`src/rtl/srr_pkg.sv`:
```
// Shared types and constants for the simplex rank/unrank block.
// Depends on nothing; every file of the block but srr_ram imports it.
`default_nettype none

package srr_pkg;

	// Defaults for the top-level parameters.
	localparam int MAX_POINTS_DEF   = 256;
	localparam int MAX_VERTICES_DEF = 8;
	localparam int INDEX_WIDTH_DEF  = 50;

	// Fixed field widths of the channels.
	localparam int VERTEX_W = 8;
	localparam int CODE_W   = 50;
	localparam int DIM_W    = 3;
	localparam int PC_W     = 9;

	// Vertex count carried in a queued command (covers up to eight vertices).
	localparam int CNT_W = 4;

	// Width of one binomial entry: C(256,8) needs 49 bits.
	localparam int BINOM_W = 49;

	// Entries in the queue between the front and the back.
	localparam int QUEUE_DEPTH = 2;

	localparam logic [PC_W-1:0] PC_RESET = 9'd256;

	localparam logic KIND_ENCODE = 1'b0;
	localparam logic KIND_DECODE = 1'b1;

	typedef struct packed {
		logic                req_type;
		logic [VERTEX_W-1:0] vertex;
		logic                vertex_last;
		logic [CODE_W-1:0]   code_index;
		logic [DIM_W-1:0]    dimension;
	} req_t;

	typedef struct packed {
		logic                result_kind;
		logic [CODE_W-1:0]   index_out;
		logic [VERTEX_W-1:0] vertex_out;
		logic                result_last;
		logic                overflow;
	} res_t;

	// Classified command as it travels through the queue.
	typedef struct packed {
		logic                is_decode;
		logic [VERTEX_W-1:0] vertex;
		logic                last;
		logic [CODE_W-1:0]   code;
		logic [CNT_W-1:0]    count;
	} cmd_t;

endpackage

`default_nettype wire

```
`src/rtl/srr_if.sv`:
```
// Channel interfaces of the simplex rank/unrank block: request, result, config.
// Depends on srr_pkg for the payload types and widths.
`default_nettype none

interface srr_req_if;
	import srr_pkg::*;
	logic valid;
	logic ready;
	req_t data;
	modport source (output valid, output data, input ready);
	modport sink (input valid, input data, output ready);
endinterface


`default_nettype wire

```
`src/rtl/srr_front.sv`:
```
// Front end: accepts request beats and classifies them into queued commands.
// Depends on srr_pkg and srr_if.
`default_nettype none

module srr_front #(
	parameter int MAX_VERTICES = srr_pkg::MAX_VERTICES_DEF
) (
	srr_req_if.sink        req,
	input  logic           tbl_done,
	input  logic           q_full,
	output logic           push,
	output srr_pkg::cmd_t  cmd
);
	import srr_pkg::*;

	logic [CNT_W-1:0] dim_plus;

	// Nothing is taken until the binomial table is built.
	assign req.ready = tbl_done && !q_full;
	assign push      = req.valid && req.ready;
	assign dim_plus  = CNT_W'(req.data.dimension) + CNT_W'(1);

	always_comb begin
		cmd.is_decode = req.data.req_type;
		if (req.data.req_type == KIND_DECODE) begin
			cmd.vertex = '0;
			cmd.last   = 1'b0;
			cmd.code   = req.data.code_index;
			cmd.count  = (int'(dim_plus) > MAX_VERTICES) ? CNT_W'(MAX_VERTICES) : dim_plus;
		end else begin
			cmd.vertex = req.data.vertex;
			cmd.last   = req.data.vertex_last;
			cmd.code   = '0;
			cmd.count  = '0;
		end
	end

endmodule

`default_nettype wire

```
`src/flat_wrapper.sv`:
```
// flat-port wrapper written by rule: the top's interface ports become plain ports
module srr_front_flat import srr_pkg::*;
#(
	parameter int MAX_VERTICES = srr_pkg::MAX_VERTICES_DEF
)
  (tbl_done, q_full, push, cmd, req_valid, req_data, req_ready);
  srr_req_if req_i ();
  input  logic tbl_done;
  input  logic q_full;
  output logic push;
  output srr_pkg::cmd_t cmd;
  input wire logic [$bits(req_i.valid)-1:0] req_valid;
  input wire logic [$bits(req_i.data)-1:0] req_data;
  output wire logic [$bits(req_i.ready)-1:0] req_ready;
  assign req_i.valid = req_valid;
  assign req_i.data = req_data;
  assign req_ready = req_i.ready;
  srr_front #(.MAX_VERTICES(MAX_VERTICES)) u_core (.req(req_i), .tbl_done(tbl_done), .q_full(q_full), .push(push), .cmd(cmd));
endmodule
```
`config.mk`:
```
export PLATFORM = sky130hd
export DESIGN_NAME = srr_front_flat
export DESIGN_NICKNAME = d
export VERILOG_FILES = /design/src/rtl/srr_pkg.sv /design/src/rtl/srr_if.sv /design/src/rtl/srr_front.sv /design/src/flat_wrapper.sv
export SDC_FILE = /design/constraint.sdc
export NUM_CORES = 1
export LEC_CHECK = 0
export ABC_AREA = 1
export ABC_CLOCK_PERIOD_IN_PS = 800
export BUFFER_PORTS_ARGS = -buffer_cell sky130_fd_sc_hd__buf_2
export CAP_MARGIN = 40
export CORE_MARGIN = 2
export CORE_UTILIZATION = 28
export DETAILED_ROUTE_END_ITERATION = 10
export PLACE_DENSITY = 0.91
export SYNTH_ARGS = -nofsm -noshare
export SYNTH_HDL_FRONTEND = slang
export SYNTH_SLANG_ARGS = --single-unit
export TNS_END_PERCENT = 1
```
`constraint.sdc`:
```
create_clock -name vclk -period 0.8
set_input_delay 0.04 -clock vclk [all_inputs]
set_output_delay 0.04 -clock vclk [all_outputs]
set_load 0.05 [all_outputs]
```
# Word-level counts from Yosys, hierarchy flattened
# Cells that the tools add are included.
dict set report totals {
  register_bits 0
  out_inout_bits 66
  wordCells 7
}
dict set report op_classes {
  add_sub_neg 1
  n_lt_le_gt_ge 1
  n_mux 2
  n_reduce_logical 3
}
# op n
set op_table {}
lappend op_table {{2-to-1 mux 63 bit} 1}
lappend op_table {{adder 3 x 1 -> 4 bit (second input constant)} 1}
lappend op_table {{greater-than comparator 4 bit (second input constant)} 1}
lappend op_table {{2-to-1 mux 4 bit} 1}
lappend op_table {{logical AND 1 bit} 2}
lappend op_table {{zero test 1 bit} 1}

# Logic depth before layout (Yosys ltp)
dict set report depth {
  ltp_word 4
  depth_mapped 5
  depth_no_buf 5
}

# Worst setup path before layout
# No wires, ideal clock.
dict set report synth_path {
  path_type {input to output}
  startpoint {input port tbl_done}
  endpoint {output port push}
  arrival_time_ns 1.222
  required_ns 0.760
  setup_slack_ns -0.462
  path_stages 2
  n_path_buf 0
  path_cell_list {inv_1 nor3b_1}
}
dict set report synth_between {
  elab_chain_cells 2
}
# element line_no
set synth_lines {}
lappend synth_lines {{start: declaration} flat_wrapper.sv:8} ;# input logic tbl_done;
lappend synth_lines {{logical AND 1 bit} srr_front.sv:19} ;# assign req.ready = tbl_done && !q_full;
lappend synth_lines {{logical AND 1 bit} srr_front.sv:20} ;# assign push = req.valid && req.ready;
lappend synth_lines {{end: declaration} flat_wrapper.sv:10} ;# output logic push;
# No other way between the ends.

==> metrics <==
aggregate global routing overflow=0; worst relative slew slack=83.6%; portion of the clock cycle consumed by the worst path in the final layout=98.3%; Worst Setup Start Kind=primary input; static leakage=around 1.3 nW; final instance area=0.00153 sq mm; commonest cells after routing, fill and taps aside=sky130_fd_sc_hd__buf_2, sky130_fd_sc_hd__inv_1, sky130_fd_sc_hd__nand2_1; Worst EP arrival=between 0.7 and 0.8 ns; Die Span Y=51.6 um; total routing usage reported by global routing=15.0%; Mean Syn Cell Area=4.40 sq um; post-synthesis instance area=roughly 630 sq um; top cell type's share of synthesized area=37.4%; Post-Syn Instances=144; nets in the synthesized netlist=212; total of clock buffers placed in the layout=0; maximum fanout count along the critical path=16; worst hold-check path type=in2out; die width=around 52 um; peak clock frequency supported by timing=1270 MHz; standard-cell row count=17; number of failing hold endpoints at the final stage=0; worst slack after detailed placement=-0.111 ns; initial standard-cell utilization of the core=29.2%; iteration-0 DRC count of the detailed router=7; Setup Buffers After CTS=0; ranking of synthesized cells by area=sky130_fd_sc_hd__inv_1, sky130_fd_sc_hd__nand2_1, sky130_fd_sc_hd__nor2_1; detailed-router iteration count before antenna repair=3; count of nets left with antenna violations after detail routing=0; cell area after placement=about 0.0013 sq mm; wire length reported by the detailed router=2730 um; sequential standard cell area=0 sq um; max-capacitance violation count=0; power per unit of standard cell area=876 mW/mm^2; Synth Warn #=0; Total Negative Setup Slacks=0 ns; share of final-layout standard cells stronger than drive strength 1=52.6%; Fill cells=185; status=finished, final reports clean; transition at the pin with the smallest max-transition slack=between 0.2 and 0.25 ns; Final Worst Setup Slack=0.0133 ns; antenna fix cells=0; Core Footprint=0.00217 sq mm; placed instance count=299; placer congestion estimate=0.702; Max Transition Viols Final=0; vias in the first global route=917; Unique masters post-synth=11; crit path to=cmd[55]; total I/O pin count=132; post-DR vias/cell=between 3 and 4; DRC=0; total number of sequential cells=0; Non-Filler Instances=300; total number of vias=1,196; final critical path time including I/O delays and setup=0.787 ns; area of combinational cells with multiple inputs=339 sq um; leading cell type in the layout, fill and taps excluded=sky130_fd_sc_hd__buf_2; number of antenna violations at the first check in global routing=0; kind of end point of the critical path=primary output; wire length of the first global-routing pass=3310 um; synth-to-layout area growth=142%; count of input and output buffers=132; maximum number of pins on one net before global-route repair=34; cell count of the worst hold path=4; hold_buf cts=0; Required @ worst endpoint=between 0.7 and 0.8 ns; start-to-end type of the worst setup path=in2out; Setup Viol. Count Final=0; unrepaired setup endpoints after global routing=yes; Avg WL per Cell=9.08 um; highest ir drop seen on vdd=about 600 uV; area of the die=about 0.0027 sq mm; sequential-to-total area share from yosys stat=0%; Detail Placement HPWL=1930 um; total number of nets in the final design=342; CP startpoint=req_data[62]; largest area contributor in the netlist=sky130_fd_sc_hd__inv_1
-- synth_stat cells --
master and n:
sky130_fd_sc_hd__buf_12 1, sky130_fd_sc_hd__nor3b_1 1, sky130_fd_sc_hd__nand2_1 53, sky130_fd_sc_hd__xnor2_1 1
sky130_fd_sc_hd__nor2_1 14, sky130_fd_sc_hd__buf_6 4, sky130_fd_sc_hd__nand2_2 1, sky130_fd_sc_hd__buf_4 3
sky130_fd_sc_hd__inv_1 63, sky130_fd_sc_hd__nor3_2 1, sky130_fd_sc_hd__ha_1 2
-- critical path, cell delays in order --
cell and delay [ns]:
sky130_fd_sc_hd__clkbuf_4 0.17, sky130_fd_sc_hd__clkbuf_16 0.18, sky130_fd_sc_hd__nor2_1 0.11, sky130_fd_sc_hd__clkbuf_4 0.24
-- power by group --
| part | total, W | leakage, nW | switching (W) | internal (W) |
|---|---|---|---|---|
| logic | 0.00134 | 1.27 | 0.000893 | 0.000446 |
| registers | 0 | 0 | 0 | 0 |
| clock network | 0 | 0 | 0 | 0 |
-- worst min-delay path by stage --
| stage | startpoint | endpoint | slack, ns |
|---|---|---|---|
| after global routing | q_full | push | 0.42 |
| after CTS | q_full | push | 0.41 |
| after global placement | q_full | push | 0.41 |
| after detailed placement | q_full | push | 0.41 |
| after floorplan | q_full | push | 0.18 |
| final | req_data[53] | cmd[54] | 0.40 |
-- metal layers --
| metal | vias up | global-route usage (%) | routed length (um) |
|---|---|---|---|
| li1 | 621 | - | - |
| met3 | 2 | 2.87 | 312 |
| met4 | 0 | 0.877 | 12 |
| met1 | 498 | 13.0 | 906 |
| met2 | 75 | 34.6 | 1490 |
| met5 | - | 0 | 0 |
-- logic make-up after synthesis --
group	Yosys count	synth area share [%]
xor+xnor	1	1.38
fa+ha+maj	2	3.95
buf+inv	71	51.2
simple gates	70	43.5
-- metrics by stage --
stage	utilization [%]	total power [W]	hold WS, ns
after floorplan	-	0.000858	0.182
after global placement	59.6	0.00117	0.407
after detailed placement	59.6	0.00118	0.412
after CTS	63.9	0.00125	0.412
after global routing	70.5	0.00141	0.421
final	70.5	0.00134	0.399
-- layout make-up --
cell class | count | share of cell area [%]
inverters | 63 | 15.5
multi-input cells | 73 | 22.2
well taps | 28 | 2.29
repair buffers | 136 | 60.1
-- repair_timing --
item,in CTS,in global routing
pin swaps,1,2
hold endpoints to repair,0,0
setup endpoints to repair,25,45
gates resized for setup,33,62
cloned,0,1
No activity file was read; power rests on OpenSTA's default activity.
