`config.mk`:
```
export PLATFORM = sky130hd
export DESIGN_NAME = srr_queue
export DESIGN_NICKNAME = d
export VERILOG_FILES = /design/src/rtl/srr_pkg.sv /design/src/rtl/srr_queue.sv
export SDC_FILE = /design/constraint.sdc
export NUM_CORES = 1
export LEC_CHECK = 0
export BUFFER_PORTS_ARGS = -buffer_cell sky130_fd_sc_hd__buf_2
export CORE_UTILIZATION = 47
export DETAILED_ROUTE_END_ITERATION = 8
export PLACE_DENSITY_LB_ADDON = 0.2
export SLEW_MARGIN = 30
export SYNTH_ARGS = -nofsm -noshare
export SYNTH_HDL_FRONTEND = slang
export SYNTH_SLANG_ARGS = --single-unit
```
`constraint.sdc`:
```
create_clock -name clk -period 3.74 [get_ports clk]
set_clock_uncertainty 0.15 [all_clocks]
set_input_delay 0.561 -clock clk [delete_from_list [all_inputs] [get_ports clk]]
set_output_delay 0.561 -clock clk [all_outputs]
set_load 0.005 [all_outputs]
```
`src/rtl/srr_pkg.sv`:
```
// Shared types and constants for the simplex rank/unrank block.
// Depends on nothing; every file of the block but srr_ram imports it.
`default_nettype none

package srr_pkg;

	// Defaults for the top-level parameters.
	localparam int MAX_POINTS_DEF   = 256;
	localparam int MAX_VERTICES_DEF = 8;
	localparam int INDEX_WIDTH_DEF  = 50;

	// Fixed field widths of the channels.
	localparam int VERTEX_W = 8;
	localparam int CODE_W   = 50;
	localparam int DIM_W    = 3;
	localparam int PC_W     = 9;

	// Vertex count carried in a queued command (covers up to eight vertices).
	localparam int CNT_W = 4;

	// Width of one binomial entry: C(256,8) needs 49 bits.
	localparam int BINOM_W = 49;

	// Entries in the queue between the front and the back.
	localparam int QUEUE_DEPTH = 2;

	localparam logic [PC_W-1:0] PC_RESET = 9'd256;

	localparam logic KIND_ENCODE = 1'b0;
	localparam logic KIND_DECODE = 1'b1;

	typedef struct packed {
		logic                req_type;
		logic [VERTEX_W-1:0] vertex;
		logic                vertex_last;
		logic [CODE_W-1:0]   code_index;
		logic [DIM_W-1:0]    dimension;
	} req_t;

	typedef struct packed {
		logic                result_kind;
		logic [CODE_W-1:0]   index_out;
		logic [VERTEX_W-1:0] vertex_out;
		logic                result_last;
		logic                overflow;
	} res_t;

	// Classified command as it travels through the queue.
	typedef struct packed {
		logic                is_decode;
		logic [VERTEX_W-1:0] vertex;
		logic                last;
		logic [CODE_W-1:0]   code;
		logic [CNT_W-1:0]    count;
	} cmd_t;

endpackage

`default_nettype wire

```
`src/rtl/srr_queue.sv`:
```
// Short command queue between the front end and the back end.
// Depends on srr_pkg.
`default_nettype none

module srr_queue #(
	parameter int DEPTH = srr_pkg::QUEUE_DEPTH
) (
	input  logic          clk,
	input  logic          arst_n,
	input  logic          push,
	input  srr_pkg::cmd_t push_cmd,
	output logic          full,
	input  logic          pop,
	output logic          head_valid,
	output srr_pkg::cmd_t head
);
	import srr_pkg::*;

	localparam int PW = (DEPTH > 1) ? $clog2(DEPTH) : 1;
	localparam int NW = $clog2(DEPTH + 1);

	cmd_t          mem_q [DEPTH];
	logic [PW-1:0] wr_ptr_q;
	logic [PW-1:0] rd_ptr_q;
	logic [NW-1:0] count_q;

	assign full       = (count_q == NW'(DEPTH));
	assign head_valid = (count_q != '0);
	assign head       = mem_q[rd_ptr_q];

	always_ff @(posedge clk or negedge arst_n) begin
		if (!arst_n) begin
			wr_ptr_q <= '0;
			rd_ptr_q <= '0;
			count_q  <= '0;
		end else begin
			if (push) begin
				wr_ptr_q <= (wr_ptr_q == PW'(DEPTH - 1)) ? '0 : wr_ptr_q + 1'b1;
			end
			if (pop) begin
				rd_ptr_q <= (rd_ptr_q == PW'(DEPTH - 1)) ? '0 : rd_ptr_q + 1'b1;
			end
			if (push && !pop) begin
				count_q <= count_q + 1'b1;
			end else if (pop && !push) begin
				count_q <= count_q - 1'b1;
			end
		end
	end

	always_ff @(posedge clk) begin
		if (push) begin
			mem_q[wr_ptr_q] <= push_cmd;
		end
	end

endmodule

`default_nettype wire

```
* Word-level counts from Yosys, hierarchy flattened
Memories as Yosys holds them, arrays and structs flattened. Cells that the tools add are included.
Storage, ports and cells: register bits after elaboration 4, memory bits (writable) 128, input bits 68, output and inout bits 66, word-level logic and storage cells 21, memories 1
Memories:
- mem_q | depth 2, width 64, read ports 1, clocked after memory_dff 0, wr ports 1, RTL line srr_queue.sv:22 | cmd_t mem_q [DEPTH];
Operators by class: add/sub/neg operators 4, eq/ne operators 1, mux-type cells 6, reductions and logical operators 6
Operators with widths (number):
- $mux 1 | 4
- $mux 2 | 2
- $reduce_bool 2->1 | 2
- $add 1x1->1 const B | 2
- $add 2x1->2 const B | 1
- $eq 2x2->1 const B | 1
- $logic_and 1x1->1 | 2
- $logic_not 1->1 | 2
- $sub 2x1->2 const B | 1

* Depth between registers and ports, before layout
Gate-level depths: netlist of run 1.
depth after elaboration 4, gate-level depth with buffers 5, depth with buffers taken out 5

* Least setup slack after synthesis of run 1
No wires, ideal clock.
path type input -> register, start point input push, end point memory mem_q[0][0] (netlist bit) (enable), library setup time 494 ps, data arrival time 3375 ps, required time 3096 ps, setup slack -279 ps, stages on the path 1, path buffers 0, cells stage by stage nor2b_1
On the way: cells in the longest elaborated chain, start to end 2
Ends and longest elaborated chain:
- start, declared | RTL line srr_queue.sv:10 | input logic push,
- $mux 1 | RTL line srr_queue.sv:52 | if (push) begin
- $mux 1 (not written as such) | RTL line srr_queue.sv:53 | mem_q[wr_ptr_q] <= push_cmd;
- end, declared | RTL line srr_queue.sv:22
Every way passes these cells.

==> results of run 1 <==
power breakdown:
part           leakage (nW)  internal, mW  switching (mW)
logic                  1.07         0.730           0.496
clock network         0.248         0.857           0.522
registers              1.25          1.97           0.171
total                  2.57          3.56            1.19
logic make-up after synthesis:
family,count (synthesis),synth area share
mux,64,0.181
flops,132,0.787
buf+inv,8,0.0152
simple gates,5,0.00574
fa+ha+maj,1,0.00250
xor+xnor,5,0.00873
sequential cells by signal (all words and copies together) (netlist names):
name and cells:
rd_ptr_q 1, mem_q 128, wr_ptr_q 1, count_q 2
worst max-delay path by stage:
stage | slack, ns | to | startpoint | cells after the start
CTS | 0.81 | head[37] | rd_ptr_q | 3
floorplan | 0.92 | mem_q[0][0] | push | 1
global placement | 1.38 | head[42] | rd_ptr_q | 3
global route | 0.75 | head[40] | rd_ptr_q | 3
detailed placement | 1.36 | head[37] | rd_ptr_q | 3
finish | 0.88 | head[37] | rd_ptr_q | 3
routing by layer:
metal,GRT usage,vias to the layer above,share of wire
met3,0.0588,14,0.064
met4,0.0875,0,0.017
met2,0.250,84,0.51
met1,0.176,1181,0.41
li1,-,1151,-
met5,0,-,0
timing repair:
| item | 4_1_cts | 5_1_grt |
|---|---|---|
| resized for setup | 0 | 0 |
| hold endpoints to repair | 4 | 0 |
| setup endpoints to repair | 0 | 0 |
| hold buffers | 1 | 0 |
area by class of cell:
cell class,instances,area [sq um],area share
Clock buffer,21,429,0.0677
Clock inverter,8,63.8,0.0101
Inverter,1,3.75,0.000592
Multi-Input combinational cell,75,1000,0.158
Sequential cell,132,3950,0.622
Tap cell,136,170,0.0268
Timing Repair Buffer,139,726,0.114
worst max-delay path: stages, from the launching register on:
cell and delay (ns):
dfrtp_4 0.81, buf_12 0.33, mux2_2 0.37, buf_2 0.13
layout by cell type, fill, tap and decap left out:
cell	synthesis	final
clkinv_1	0	1
dlygate4sd3_1	0	1
buf_12	0	1
nor2b_1	2	1
dfrtp_4	0	1
clkbuf_16	0	16
mux2_4	50	50
bufinv_16	0	1
buf_2	1	133
and2_2	0	1
buf_4	0	4
edfxtp_1	128	128
or2_2	1	1
inv_1	1	1
clkbuf_1	0	4
clkbuf_8	0	1
ha_1	1	1
dfrtp_1	4	3
xor2_1	4	4
xnor2_1	1	1
nor2b_4	0	1
nor2_1	1	1
mux2_2	14	14
clkinv_2	0	6
==> key figures, run 1 <==
Clock tree
  – Clk sinks: 132
  – Clock Tree Root: clkbuf_8
  – Postcts setup bufs: 0
  – Clock latency on the worst-skew pair: 0.50 ns
  – Cts bufs inserted: 17
  – Clock slew at the register clock pins of the worst setup and hold paths: 0.05 ns
  – H-tree Lvls: 4
  – TritonCTS clock tree: yes
  – Clk buf depth: 2

Route
  – Vias per cell: 4.75
  – Routed wire length: 8.03 mm
  – Vias: 2,430
  – Antenna Nets Post-Route: 0
  – DR WL/cell: 15.7 um
  – Residual DRC count: 0
  – DR pass1 iterations: 4
  – Detailed router's first-iteration violation count: 75

Floorplan
  – DIE WIDTH: 105 um
  – Core area: 0.0103 sq mm
  – # IOs: 134
  – Die Ht: 105 um
  – Rows: 37
  – Initial Util: 0.486
  – Die Footprint: 0.0111 sq mm

Cells and area
  – Nets@finish: 435
  – Final Instance Count excl. Fillers: 512
  – Share of cells above drive strength 1: 0.612
  – Ant diodes: 0
  – Cell area after layout: 0.00634 sq mm
  – Synthesis-to-finish area growth: 26.5%
  – Final design utilization: 0.614
  – Fill count: 796

Logic synthesis
  – Seq cells post-synth: 132
  – Cell Area, Synth: 0.00501 sq mm
  – Post-synth top area cell: edfxtp_1
  – Post-Syn Area per Cell: 23.3 sq um
  – Top cells by area, synth: edfxtp_1, mux2_4, mux2_2
  – Synth warn: 0
  – Syn Inst Count: 215
  – Top-count cell post-synth: edfxtp_1
  – Most frequent cells after synthesis: edfxtp_1, mux2_4, mux2_2
  – Async SR Flop Fraction: 0.0303
  – Register area share after synthesis: 0.787
  – Unique masters post-synth: 14
  – Top cell type's share of synthesized area: 0.767
  – Syn Nets: 284
  – Top FF cell, synth: edfxtp_1
  – Post-synth EDFFs: 128

Placement
  – PortBufs: 133
  – RePlAce Congestion: 0.644
  – Pre-CTS setup slack: 1.36 ns
  – Placed Area: 0.00584 sq mm
  – Cells after DPL: 482

STA
  – Final setup violation count: 0
  – Slew @ Worst Pin: 0.688 ns
  – Hold slack final: 0.0950 ns
  – Setup ws final: 0.879 ns
  – Max-slew headroom: 0.541
  – Slew Viols, Final: 0
  – Fin crit share: 0.765
  – Tmin final: 2.86 ns
  – Max Fclk: 349 MHz
  – Final hold violation count: 0
  – Setup_tns: 0 ns
  – RSZ-0062 raised after global routing: no

Global route
  – Total gr overflow: 0
  – Largest net degree at the start of global routing: 39
  – GRT Total Usage: 0.155
  – Initial antenna violation count: 0
  – First-pass GRT wire length: 12.3 mm
  – Vias in the first global route: 2,542

Worst setup path
  – RR Startpoint: wr_ptr_q
  – Crit Path Max Fanout: 34
  – Worst EP required: 3.03 ns
  – Critical Path Sink Type: output port
  – Worst R2R Path Depth: 2
  – FF-to-FF End: mem_q[1][18]
  – Reg2reg setup slack: 1.75 ns
  – Arrival time worst endpoint: 2.15 ns
  – Crit Path Class: register to output port
  – CP startpoint kind: register

Job
  – Max_cap viols: 0

Pwr
  – Cell area power density: 748 mW/mm^2
  – Leakage: 2.57 nW
  – Power after layout: 4.75 mW
  – Peak supply drop: 0.000332 V

Outcome
  – Status: finished clean

Min path
  – Hold EP: mem_q[1][26]
  – Hold Crit Class: primary input to register
  – Hold Crit Start: push_cmd[26]
  – Hold Path Depth: 1
No activity file was read; power rests on OpenSTA's default activity.
==> inputs of run 2 (changes only) <==
Settings changed: CORE_UTILIZATION 47 to 52.
Clock period 3.74 ns to 2.7 ns, I/O delays scaled along.
==> key figures, run 2 (same netlist as run 1, synthesis figures left out) <==
Placement
  – PortBufs: 133 (unchanged)
  – Dpl hpwl: 5.19 mm
  – RePlAce Congestion: 0.689 (+7.0%)
  – Pre-CTS setup slack: 0.577 ns (-0.784 ns)
  – Placed Area: 0.00587 sq mm (+0.56%)

Worst setup path
  – Critical Path Sink Type: output port
  – Arrival time worst endpoint: 1.89 ns (-0.26 ns)
  – Worst R2R Path Depth: 2 (unchanged)
  – Crit Path Class: register to output port
  – CP startpoint kind: register
  – Crit Path Max Fanout: 16 (-53%)
  – Worst EP required: 2.14 ns (-0.89 ns)

STA
  – Slew @ Worst Pin: 0.462 ns (-0.226 ns)
  – RSZ-0062 raised after global routing: no
  – Final hold violation count: 0 (unchanged)
  – Setup ws final: 0.257 ns (-0.621 ns)
  – Slew Viols, Final: 0 (unchanged)
  – Setup_tns: 0 ns (unchanged)
  – Final setup violation count: 0 (unchanged)
  – Max Fclk: 409 MHz
  – Hold slack final: 0.102 ns (+0.00732 ns)
  – Tmin final: 2.44 ns
  – Fin crit share: 0.905
  – Max-slew headroom: 0.691 (+0.150)

Route
  – Vias per cell: 4.68 (-1.3%)
  – Residual DRC count: 0 (unchanged)
  – DR pass1 iterations: 4 (unchanged)
  – Detailed router's first-iteration violation count: 102 (+36%)
  – DR WL/cell: 14.9 um (-4.7%)
  – Vias: 2,707 (+11%)
  – Antenna Nets Post-Route: 0 (unchanged)
  – Routed wire length: 8.64 mm (+7.6%)

Clock tree
  – H-tree Lvls: 4 (unchanged)
  – Clk buf depth: 2 (unchanged)
  – # resized after CTS: 0 (unchanged)
  – Clock Tree Root: clkbuf_8
  – TritonCTS clock tree: yes
  – Clk sinks: 132 (unchanged)
  – Clock latency on the worst-skew pair: 0.50 ns (about the same)
  – Clock slew at the register clock pins of the worst setup and hold paths: 0.06 ns (about the same)
  – Cts bufs inserted: 17 (unchanged)

Floorplan
  – # IOs: 134 (unchanged)
  – Die Footprint: 0.0100 sq mm (-9.4%)
  – DIE WIDTH: 100 um (-4.8%)
  – Initial Util: 0.540 (+0.0544)
  – Core area: 0.00928 sq mm (-10%)
  – Die Ht: 100 um (-4.8%)
  – Rows: 35 (-5.4%)

Min path
  – Hold Crit Class: primary input to async pin

Global route
  – Initial antenna violation count: 0 (unchanged)
  – Vias in the first global route: 2,848 (+12%)
  – GRT Total Usage: 0.179 (+0.0245)
  – First-pass GRT wire length: 13.1 mm (+6.1%)
  – Total gr overflow: 0 (unchanged)
  – Largest net degree at the start of global routing: 39 (unchanged)

Cells and area
  – Most frequent cells in the layout: buf_2, edfxtp_1, dlygate4sd3_1
  – Synthesis-to-finish area growth: 42.5%
  – Final design utilization: 0.769 (+0.155)
  – Largest registers: mem_q (128), count_q (2)
  – Cell area after layout: 0.00714 sq mm (+13%)
  – Nets@finish: 504 (+16%)
  – Commonest non-fill, non-tap cell in the layout: buf_2
  – Share of cells above drive strength 1: 0.536 (-0.0760)
  – Top reg by flops: mem_q
  – Max reg flops: 128 (unchanged)

Pwr
  – Peak supply drop: 0.000572 V (+72%)
  – Leakage: 2.90 nW (+13%)
  – Cell area power density: 981 mW/mm^2 (+31%)

Job
  – Max_cap viols: 0 (unchanged)

Outcome
  – Status: finished clean
[run 2: cell count changes in the layout (fill, tap and decap cells not counted), moves of 3 or more]
cell | before | now
inv_6 | 0 | 3
dlygate4sd3_1 | 1 | 67
clkinv_2 | 6 | 2
clkbuf_1 | 4 | 0
clkinvlp_4 | 0 | 4
clkinv_4 | 0 | 3
[run 2: cell type report]
cell class,count,area [sq um]
Antenna cell,1,2.50
Clock buffer,17,414
Clock inverter,15,156
Fill cell,588,2140
Inverter,1,3.75
Multi-Input combinational cell,75,1000
Sequential cell,132,3950
Tap cell,129,161
Timing Repair Buffer,208,1450
[run 2: repair_timing]
action                                 4_1_cts  5_1_grt
setup endpoints to repair                    0        3
hold buffers                                67        0
buffers inserted                             0        1
endpoints found under the hold margin      134        0
[run 2: worst paths after layout]
path | start | end | slack, ns
max | rd_ptr_q | head[34] | 0.26
min | arst_n | count_q[1] | 0.10
max reg2reg | wr_ptr_q | mem_q[1][61] | 1.07
min reg2reg | count_q[1] | count_q[1] | 0.35
max in group asynchronous | arst_n | rd_ptr_q | 2.16
min in group clk | count_q[1] | count_q[1] | 0.35
[run 2: stage by stage]
stage               cells  total power, mW
floorplan             215             4.13
global placement      477             4.76
detailed placement    477             4.79
CTS                   576             7.03
global route          577             7.31
finish                578             7.01
[run 2: worst max-delay path, cell delays in order, from the launching register on]
cell and delay, ns:
dfrtp_4 0.63, buf_4 0.28, mux2_2 0.35, buf_2 0.12
[run 2: power breakdown]
| part | total [mW] | internal [mW] | switching (mW) |
|---|---|---|---|
| Clock | 2.15 | 1.32 | 0.836 |
| Sequential | 2.90 | 2.73 | 0.177 |
| Combinational | 1.95 | 1.16 | 0.797 |
| Total | 7.01 | 5.20 | 1.81 |
[run 2: metal layers]
metal  track usage  wire length [um]
met5             0                 0
met4        0.0792                96
met3        0.0662               525
met2         0.309              4440
met1         0.199              3580
==> inputs of run 3 (changes only) <==
Settings changed: PLACE_DENSITY from default to 0.9, PLACE_DENSITY_LB_ADDON 0.2 to default.
==> key figures, run 3 (same netlist as run 1, synthesis figures left out) <==
Cells and area
  – Cell area after layout: 0.00710 sq mm (-0.67%)
  – Most frequent cells in the layout: buf_2, edfxtp_1, dlygate4sd3_1
  – Max reg flops: 128 (unchanged)
  – Fill count: 524 (-11%)
  – Ant diodes: 0 (-1)
  – Synthesis-to-finish area growth: 41.5%
  – Final design utilization: 0.764 (-0.00512)
  – Share of cells above drive strength 1: 0.530 (-0.00538)
  – Top reg by flops: mem_q
  – Nets@finish: 502 (-0.40%)
  – Commonest non-fill, non-tap cell in the layout: buf_2
  – Largest registers: mem_q (128), count_q (2)

Route
  – Antenna Nets Post-Route: 0 (unchanged)
  – Vias per cell: 4.82 (+3.0%)
  – Detailed router's first-iteration violation count: 93 (-8.8%)
  – Residual DRC count: 0 (unchanged)
  – Vias: 2,768 (+2.3%)
  – DR WL/cell: 17.7 um (+18%)
  – DR pass1 iterations: 4 (unchanged)
  – Routed wire length: 10.2 mm (+18%)

Global route
  – Largest net degree at the start of global routing: 65 (+67%)
  – First-pass GRT wire length: 15.3 mm (+17%)
  – Total gr overflow: 0 (unchanged)
  – Initial antenna violation count: 0 (unchanged)
  – GRT Total Usage: 0.214 (+0.0348)
  – Vias in the first global route: 3,113 (+9.3%)

Pwr
  – Peak supply drop: 0.000760 V (+33%)
  – Cell area power density: 989 mW/mm^2 (+0.78%)
  – Leakage: 2.88 nW (-0.64%)

Worst setup path
  – Worst Setup SP: rd_ptr_q
  – Critical Path Sink Type: output port
  – Arrival time worst endpoint: 1.93 ns (+0.04 ns)
  – CP Cell Sequence: buf_4, mux2_4, buf_2
  – Critical path's largest stage delay: 0.60 ns (-0.03 ns)
  – FF-to-FF End: mem_q[0][53]
  – Crit Path Max Fanout: 16 (unchanged)
  – RR Startpoint: wr_ptr_q
  – Worst R2R Path Depth: 2 (unchanged)
  – Worst EP required: 2.14 ns (about the same)
  – Slowest-stage cell, CP: dfrtp_4
  – CP startpoint kind: register
  – End of the critical path: head[61]
  – Crit Path Class: register to output port
  – Reg2reg setup slack: 1.16 ns (+0.09 ns)

Placement
  – Dpl hpwl: 5.35 mm (+3.1%)
  – RePlAce Congestion: 0.669 (-2.9%)
  – Placed Area: 0.00584 sq mm (-0.49%)
  – PortBufs: 133 (unchanged)
  – Pre-CTS setup slack: 0.561 ns (-0.0165 ns)

STA
  – Setup ws final: 0.212 ns (-0.0458 ns)
  – Fin crit share: 0.922 (+0.0170)
  – RSZ-0062 raised after global routing: no
  – Setup_tns: 0 ns (unchanged)
  – Tmin final: 2.49 ns (+0.0458 ns)
  – Final setup violation count: 0 (unchanged)
  – Max-slew headroom: 0.660 (-0.0309)
  – Slew @ Worst Pin: 0.509 ns (+0.0474 ns)
  – Slew Viols, Final: 0 (unchanged)
  – Max Fclk: 402 MHz (-1.8%)
  – Final hold violation count: 0 (unchanged)

Floorplan
  – Die Ht: 100 um (unchanged)
  – DIE WIDTH: 100 um (unchanged)
  – Die Footprint: 0.0100 sq mm (unchanged)
  – # IOs: 134 (unchanged)
  – Initial Util: 0.540 (unchanged)
  – Rows: 35 (unchanged)
  – Core area: 0.00928 sq mm (unchanged)

Clock tree
  – Clk sinks: 132 (unchanged)
  – Clock Tree Root: clkbuf_8
  – # resized after CTS: 0 (unchanged)
  – Cts bufs inserted: 17 (unchanged)
  – TritonCTS clock tree: yes
  – Clock latency on the worst-skew pair: 0.49 ns (about the same)
  – Clk buf depth: 2 (unchanged)
  – Clock slew at the register clock pins of the worst setup and hold paths: 0.06 ns (about the same)
  – H-tree Lvls: 4 (unchanged)

Job
  – Max_cap viols: 0 (unchanged)

Outcome
  – Status: finished clean

Min path
  – Hold Crit Class: primary input to async pin
## run 3: repair_timing
action                     CTS  global route
setup buffers                0             1
hold buffers                67             0
setup endpoints to repair    0            16
hold endpoints to repair   134             0
## run 3: how the worst min path moves through the flow
stage,from,end,cells past startpoint
after floorplan,arst_n,count_q[0],0
after global placement,arst_n,count_q[1],1
after detailed placement,arst_n,count_q[1],1
after CTS,arst_n,count_q[1],2
after global routing,arst_n,count_q[1],2
final,arst_n,count_q[1],2
## run 3: worst max-delay path: cells and delay by family (launching register included)
kind	cells	cell delay [ns]
flip-flops	1	0.60
multiplexers	1	0.34
buffers and inverters	2	0.49
## run 3: layer usage
metal	track usage	up-vias	part of all wire
met1	0.233	1366	0.38
li1	-	1287	-
met3	0.0501	7	0.049
met5	0	-	0
met2	0.404	108	0.56
met4	0.0792	0	0.0064
## run 3: where the power goes
group / total, mW / internal, mW / switching [mW]
registers: 2.91 / 2.73 / 0.183
logic: 1.97 / 1.13 / 0.844
clock network: 2.13 / 1.30 / 0.827
## run 3: final cells by class
type	count	area, sq um	area share
sequential	132	3950	0.556
timing repair buffer	206	1430	0.201
multi-input combinational	75	1000	0.141
clock buffer	18	418	0.0589
tap	129	161	0.0227
clock inverter	13	136	0.0192
inverter	1	3.75	0.000529
## run 3: through the flow
stage,hold slack (ns),instances,total power [mW]
floorplan,-0.0406,215,4.13
global placement,0.0616,475,4.69
detailed placement,0.0673,475,4.76
CTS,0.0682,573,6.97
global route,0.0849,574,7.31
finish,0.0859,574,7.01
